[config.mk]
export PLATFORM = sky130hd
export DESIGN_NAME = ppe_alu
export DESIGN_NICKNAME = d
export VERILOG_FILES = /design/src/rtl/particle_pool_engine_core_macros.svh /design/src/rtl/ppe_pkg.sv /design/src/rtl/ppe_alu.sv
export SDC_FILE = /design/constraint.sdc
export NUM_CORES = 2
export LEC_CHECK = 0
export ABC_CLOCK_PERIOD_IN_PS = 16200
export BUFFER_PORTS_ARGS = -buffer_cell sky130_fd_sc_hd__buf_2
export CAP_MARGIN = 20
export CORE_ASPECT_RATIO = 0.8
export CORE_UTILIZATION = 56
export CTS_BUF_LIST = sky130_fd_sc_hd__clkbuf_16
export CTS_CLUSTER_DIAMETER = 200
export DETAILED_ROUTE_END_ITERATION = 10
export HOLD_SLACK_MARGIN = 0.15
export PLACE_DENSITY = 0.77
export SETUP_SLACK_MARGIN = 0.3
export SYNTH_ARGS = -nofsm -noshare
export SYNTH_HDL_FRONTEND = slang
export SYNTH_SLANG_ARGS = --single-unit
[constraint.sdc]
create_clock -name clk -period 16.2 [get_ports clk]
set_clock_uncertainty 0.2 [all_clocks]
set_input_delay 3.24 -clock clk [delete_from_list [all_inputs] [get_ports clk]]
set_output_delay 3.24 -clock clk [all_outputs]
set_load 0.005 [all_outputs]
[src/rtl/particle_pool_engine_core_macros.svh]
// Assertion macros for the particle pool engine.
// Each expects clk and arst_n in scope.
`ifndef PARTICLE_POOL_ENGINE_CORE_MACROS_SVH
`define PARTICLE_POOL_ENGINE_CORE_MACROS_SVH
`ifndef SYNTHESIS
`define PPE_ASSERT(lbl, prop, msg) \
	lbl: assert property (@(posedge clk) disable iff (!arst_n) prop) else $error(msg);
`define PPE_NEVER(lbl, cond, msg) \
	lbl: assert property (@(posedge clk) disable iff (!arst_n) !(cond)) else $error(msg);
`else
`define PPE_ASSERT(lbl, prop, msg)
`define PPE_NEVER(lbl, cond, msg)
`endif
`endif

[src/rtl/ppe_pkg.sv]
`default_nettype none
package ppe_pkg;
	localparam int SLOT_W      = 6;
	localparam int CNT_W       = 7;
	localparam int DT_W        = 16;
	localparam int VAL_W       = 32;
	localparam int DIST_W      = 64;
	localparam int KIND_W      = 2;
	localparam int EMIT_W      = 8;
	localparam int CFG_IDX_W   = 2;
	localparam int IN_TDATA_W  = 328;
	localparam int OUT_TDATA_W = 168;
	localparam logic [DT_W-1:0] DT_RESET = 16'd1092;
	localparam logic RK_ACK  = 1'b0;
	localparam logic RK_SURV = 1'b1;

	typedef enum logic [KIND_W-1:0] {
		K_FRAME = 2'd0,
		K_EMIT  = 2'd1,
		K_TICK  = 2'd2,
		K_NONE  = 2'd3
	} kind_t;

	typedef enum logic [CFG_IDX_W-1:0] {
		R_DT   = 2'd0,
		R_CAMX = 2'd1,
		R_CAMY = 2'd2,
		R_CAMZ = 2'd3
	} reg_t;

	typedef enum logic [1:0] {
		OP_VEL  = 2'd0,
		OP_POS  = 2'd1,
		OP_DIST = 2'd2
	} op_t;

	typedef enum logic [3:0] {
		S_IDLE, S_EMIT, S_LIST, S_SLOT, S_EVAL, S_OPND, S_MUL, S_ACC, S_WB, S_PUSH, S_END
	} state_t;

	typedef struct packed {
		logic       load;
		logic       opnd;
		logic       mul;
		logic       acc;
		op_t        op;
		logic [1:0] axis;
	} alu_ctrl_t;

	typedef struct packed {
		logic [VAL_W-1:0] life;
		logic [VAL_W-1:0] acc_z;
		logic [VAL_W-1:0] acc_y;
		logic [VAL_W-1:0] acc_x;
		logic [VAL_W-1:0] vel_z;
		logic [VAL_W-1:0] vel_y;
		logic [VAL_W-1:0] vel_x;
		logic [VAL_W-1:0] pos_z;
		logic [VAL_W-1:0] pos_y;
		logic [VAL_W-1:0] pos_x;
	} part_t;

	function automatic logic [OUT_TDATA_W-1:0] pack_out(
		input logic [SLOT_W-1:0] slot, input logic valid,
		input logic [VAL_W-1:0] px, input logic [VAL_W-1:0] py,
		input logic [VAL_W-1:0] pz, input logic [DIST_W-1:0] sq_dist);
		pack_out = {1'b0, sq_dist, pz, py, px, valid, slot};
	endfunction
endpackage
`default_nettype wire

[src/rtl/ppe_alu.sv]
`default_nettype none
module ppe_alu import ppe_pkg::*; #(
	parameter int FRAC_BITS = 16
) (
	input  wire logic              clk,
	input  wire alu_ctrl_t         ctrl,
	input  wire logic [DT_W-1:0]   dt,
	input  wire logic [VAL_W-1:0]  cam_x,
	input  wire logic [VAL_W-1:0]  cam_y,
	input  wire logic [VAL_W-1:0]  cam_z,
	input  wire part_t             rd,
	output logic [VAL_W-1:0]       vel_x,
	output logic [VAL_W-1:0]       vel_y,
	output logic [VAL_W-1:0]       vel_z,
	output logic [VAL_W-1:0]       pos_x,
	output logic [VAL_W-1:0]       pos_y,
	output logic [VAL_W-1:0]       pos_z,
	output logic [VAL_W-1:0]       acc_x,
	output logic [VAL_W-1:0]       acc_y,
	output logic [VAL_W-1:0]       acc_z,
	output logic [DIST_W-1:0]      sq_dist
);
	localparam int OP_W = VAL_W + 2;
	localparam int PR_W = 2 * OP_W;
	localparam logic signed [PR_W-1:0] SMAX = PR_W'(64'sh7FFF_FFFF);
	localparam logic signed [PR_W-1:0] SMIN = -PR_W'(64'sh8000_0000);

	logic [VAL_W-1:0] vel_q [3];
	logic [VAL_W-1:0] pos_q [3];
	logic [VAL_W-1:0] acc_q [3];
	logic [DIST_W-1:0] dist_q;
	logic signed [OP_W-1:0] opa_q, opb_q, opa_d, opb_d;
	logic signed [PR_W-1:0] prod_q, scaled, base, sum, sat;
	logic [VAL_W-1:0] cam;
	logic signed [VAL_W:0] diff;
	logic [PR_W-1:0] dsum;

	always_comb begin
		case (ctrl.axis)
			2'd0:    cam = cam_x;
			2'd1:    cam = cam_y;
			default: cam = cam_z;
		endcase
		diff = $signed({pos_q[ctrl.axis][VAL_W-1], pos_q[ctrl.axis]})
			- $signed({cam[VAL_W-1], cam});
		case (ctrl.op)
			OP_VEL: begin
				opa_d = OP_W'($signed(acc_q[ctrl.axis]));
				opb_d = $signed({{(OP_W-DT_W){1'b0}}, dt});
			end
			OP_POS: begin
				opa_d = OP_W'($signed(vel_q[ctrl.axis]));
				opb_d = $signed({{(OP_W-DT_W){1'b0}}, dt});
			end
			default: begin
				opa_d = OP_W'(diff);
				opb_d = OP_W'(diff);
			end
		endcase
		scaled = prod_q >>> FRAC_BITS;
		base = (ctrl.op == OP_VEL) ? PR_W'($signed(vel_q[ctrl.axis]))
			: PR_W'($signed(pos_q[ctrl.axis]));
		sum = base + scaled;
		if (sum > SMAX) begin
			sat = SMAX;
		end else if (sum < SMIN) begin
			sat = SMIN;
		end else begin
			sat = sum;
		end
		dsum = {{(PR_W-DIST_W){1'b0}}, dist_q} + prod_q;
	end

	always_ff @(posedge clk) begin
		if (ctrl.load) begin
			pos_q[0] <= rd.pos_x; pos_q[1] <= rd.pos_y; pos_q[2] <= rd.pos_z;
			vel_q[0] <= rd.vel_x; vel_q[1] <= rd.vel_y; vel_q[2] <= rd.vel_z;
			acc_q[0] <= rd.acc_x; acc_q[1] <= rd.acc_y; acc_q[2] <= rd.acc_z;
			dist_q <= '0;
		end
		if (ctrl.opnd) begin
			opa_q <= opa_d;
			opb_q <= opb_d;
		end
		if (ctrl.mul) begin
			prod_q <= opa_q * opb_q;
		end
		if (ctrl.acc) begin
			case (ctrl.op)
				OP_VEL:  vel_q[ctrl.axis] <= sat[VAL_W-1:0];
				OP_POS:  pos_q[ctrl.axis] <= sat[VAL_W-1:0];
				default: dist_q <= (dsum[PR_W-1:DIST_W] != '0) ? '1 : dsum[DIST_W-1:0];
			endcase
		end
	end

	assign vel_x = vel_q[0];
	assign vel_y = vel_q[1];
	assign vel_z = vel_q[2];
	assign pos_x = pos_q[0];
	assign pos_y = pos_q[1];
	assign pos_z = pos_q[2];
	assign acc_x = acc_q[0];
	assign acc_y = acc_q[1];
	assign acc_z = acc_q[2];
	assign sq_dist = dist_q;
endmodule
`default_nettype wire

==> flow_summary.ini <==
[floorplanning]
floorplan.initialDensity = 0.567
dieHeight_um = 319
area_of_the_core_um2 = 124000
num_rows = 115
boundaryPins = 793
die_width_um = 398
design.die.area_um2 = 127000

[synth]
postSynthCellCount = 7004
synth_edf_count = 485
synthesized_net_count = 8967
synthesis.area_per_instance_um2 = 10.0
post_synth_most_frequent_cells = 1156 x sky130_fd_sc_hd__fa_1, 1133 x sky130_fd_sc_hd__inv_1, 681 x sky130_fd_sc_hd__nand2_1, 576 x sky130_fd_sc_hd__and2_1, 485 x sky130_fd_sc_hd__edfxtp_1
unique_cell_type_count_in_the_yosys_netlist = 91
ys_warn_count = 0
synth_area_um2 = 70100
most_area_consuming_cells_after_synthesis = sky130_fd_sc_hd__fa_1 33%, sky130_fd_sc_hd__edfxtp_1 21%, sky130_fd_sc_hd__ha_1 6.5%, sky130_fd_sc_hd__inv_1 6.1%, sky130_fd_sc_hd__and2_1 5.1%
most_used_flip_flop_cell_after_synthesis = sky130_fd_sc_hd__edfxtp_1
synth_async_sr_flop_share = 0
postSynthRegisterBits = 549
synth.yosys.seq_area_share = 0.226
synthDominantCellAreaShare = 0.330
post-synth-top-count-cell = sky130_fd_sc_hd__fa_1
synth_top_cell_by_area = sky130_fd_sc_hd__fa_1

[critical_path]
critPathLaunchType = input pin
crit_path_max_fanout = 61
critPathKind = input pin to flip-flop
crit_path_start = ctrl[0]
regToRegEndpoint = prod_q[66]
worst_ep_required_time_ns = 16.51
cp_data_arrival_time_ns = 11.30
rrSetupSlack_ns = 5.56
critical_path.endpoint_type = flip-flop
r2r-start = opb_q[0]
worst_r2r_path_depth = 30

[global_routing]
pin_count_of_the_biggest_net_entering_global_routing = 79
gr-total-overflow = 0
wire_length_of_the_first_global_routing_pass_mm = 392
globalRouteTotalUtil = 0.430
vias_in_the_first_global_route = 57600
grt_antenna_before_repair = 35

[clocking]
cts_buffer_depth = 3
path_clk_slew_ns = 0.07
number_of_cts_inserted_buffers = 57
post_cts.repair.setup_buffers = 0
htree_num_levels = 2
clock_tree.root_cell = sky130_fd_sc_hd__clkbuf_16
worst_skew_pair.late_latency_ns = 0.66
ctsResizeCount = 0
ctsHoldBuffers = 0
clock_sink_count = 549
clock_tree_from_tritoncts = built

[route]
wl_met2_mm = 111
drt_first_pass_iters = 6
route.detailed.wl_per_inst_um = 29.1
top_routing_layer_in_use = met5
dr_wl_met3_mm = 39.2
number_of_vias_after_detailed_routing = 56900
drt-total-wl_mm = 269
route.detailed.vias_per_inst = 6.15
remaining_drc_errors = 0
antenna_violating_nets_post_route = 0
detail_route.wirelength.met1_mm = 101
drtIter0Drc = 6746

[flow_run]
cap_viol_max_count = 0

[place]
post-place-ws_ns = 4.85
gp_routability_congestion = 1.03
port-buffer-count = 760
placed_cell_area_um2 = 75300
dp_hpwl_mm = 212

[worst_hold_path]
min_delay_path_depth = 2
min-delay-start = sq_dist[62]
hold_path_class = flip-flop to flip-flop
holdPathEnd = sq_dist[62]

[timing]
setup-violations-final = 0
max_freq_mhz = 90.9
final_hold_viol_count = 0
grt_setup_unrepaired = false
fin_hold_ws_ns = 0.347
post-route-period-util = 0.679
slew-limit-headroom = 0.239
finalWorstPathRequiredPeriod_ns = 11.00
worst_slew_pin_tran_ns = 1.11
total_count_of_max_transition_violations_in_the_final_report = 0
setup-tns-final_ns = 0
timing.final.ws_setup_ns = 5.20

[finish]
post_route_cells_drive_above_1_share = 0.155
final_cell_area_um2 = 77200
nets = 9519
area_delta_synth_final_pct = 10.1

[run_status]
run_status = finished, final reports clean
==> registers in the layout, summed over array words and instances (netlist names) <==
signal   count
pos_q      128
vel_q      128
acc_q       96
prod_q      67
opa_q       33
sq_dist     64
opb_q       33
==> routing by layer <==
metal	track usage	vias up
li1	-	23600
met1	0.580	28800
met2	0.604	3754
met3	0.158	696
met4	0.231	18
met5	0.00190	-
==> final cells by class <==
cell class / instances / area (µm²)
diodes: 10 / 25.0
clock buffers: 58 / 1450
clock inverters: 49 / 394
fillers: 10200 / 46400
inverters: 1136 / 4260
multi-input cells: 4953 / 48600
flip-flops and latches: 549 / 15800
well taps: 1638 / 2050
repair buffers: 859 / 4580
==> cell families (layout without fill, tap and decap cells) <==
group	after synthesis	count (layout)	share of synthesized area
XOR/XNOR	199	199	0.0249
multiplexers	162	162	0.0351
flip-flops	549	549	0.226
AND/OR/NAND/NOR	1966	1966	0.138
adder cells (fa/ha/maj)	1522	1522	0.395
other	0	10	0
buffers and inverters	1502	2102	0.0830
AO/OA/AOI/OAI	1104	1104	0.0979
==> per-stage QoR <==
step           utilization  instances
2_1_floorplan            -       7004
5_1_grt              0.624       9244
6_report             0.624       9252
3_5_place_dp         0.609       9135
4_1_cts              0.624       9242
3_3_place_gp         0.609       9134
==> how the worst max path moves through the flow <==
stage	end	slack, ns	cells after the start
2_1_floorplan	vel_q[0][30]	7.23	24
4_1_cts	vel_q[2][0]	5.53	19
3_5_place_dp	vel_q[2][0]	4.85	19
3_3_place_gp	vel_q[2][0]	4.92	21
5_1_grt	vel_q[2][0]	5.09	19
6_report	vel_q[2][0]	5.20	19
==> worst max-delay path, cell delays in order <==
cell	delay, ns
sky130_fd_sc_hd__clkbuf_8	0.61
sky130_fd_sc_hd__buf_4	0.75
sky130_fd_sc_hd__mux4_2	0.66
sky130_fd_sc_hd__mux2_2	0.29
sky130_fd_sc_hd__ha_1	0.38
sky130_fd_sc_hd__o211ai_1	0.15
sky130_fd_sc_hd__o211ai_1	0.37
sky130_fd_sc_hd__a41o_1	0.40
sky130_fd_sc_hd__nand2b_1	0.15
sky130_fd_sc_hd__o2111ai_1	0.65
sky130_fd_sc_hd__a41oi_1	0.36
sky130_fd_sc_hd__o21ai_1	0.34
sky130_fd_sc_hd__o21a_1	0.15
sky130_fd_sc_hd__o21ai_0	0.08
sky130_fd_sc_hd__a21oi_2	0.60
sky130_fd_sc_hd__a41o_2	0.61
sky130_fd_sc_hd__buf_4	0.60
sky130_fd_sc_hd__nand2_1	0.43
sky130_fd_sc_hd__a31oi_1	0.29
==> layout by cell type, fill, tap and decap left out, drive strengths merged, types with 10 or more instances in the layout <==
cell and n:
o211ai 21, mux2 31, clkbuf 60, dfxtp 64, and2 578, nand2 711, fa 1156, mux2i 67
o21ai 163, nand4 32, o21bai 23, mux4 64, ha 366, nand3 43, o21a 31, xnor2 126
and4 12, nor3 32, nand2b 39, xor2 73, a21o 132, diode 10, and3 28, clkinv 25
nor2b 26, edfxtp 485, inv 1152, a31oi 112, a211oi 28, or2 12, a21oi 510, nor2 422
buf 857
Power is not shown: default switching activity piles up to over one toggle a cycle in this logic, so the estimate is an artifact.
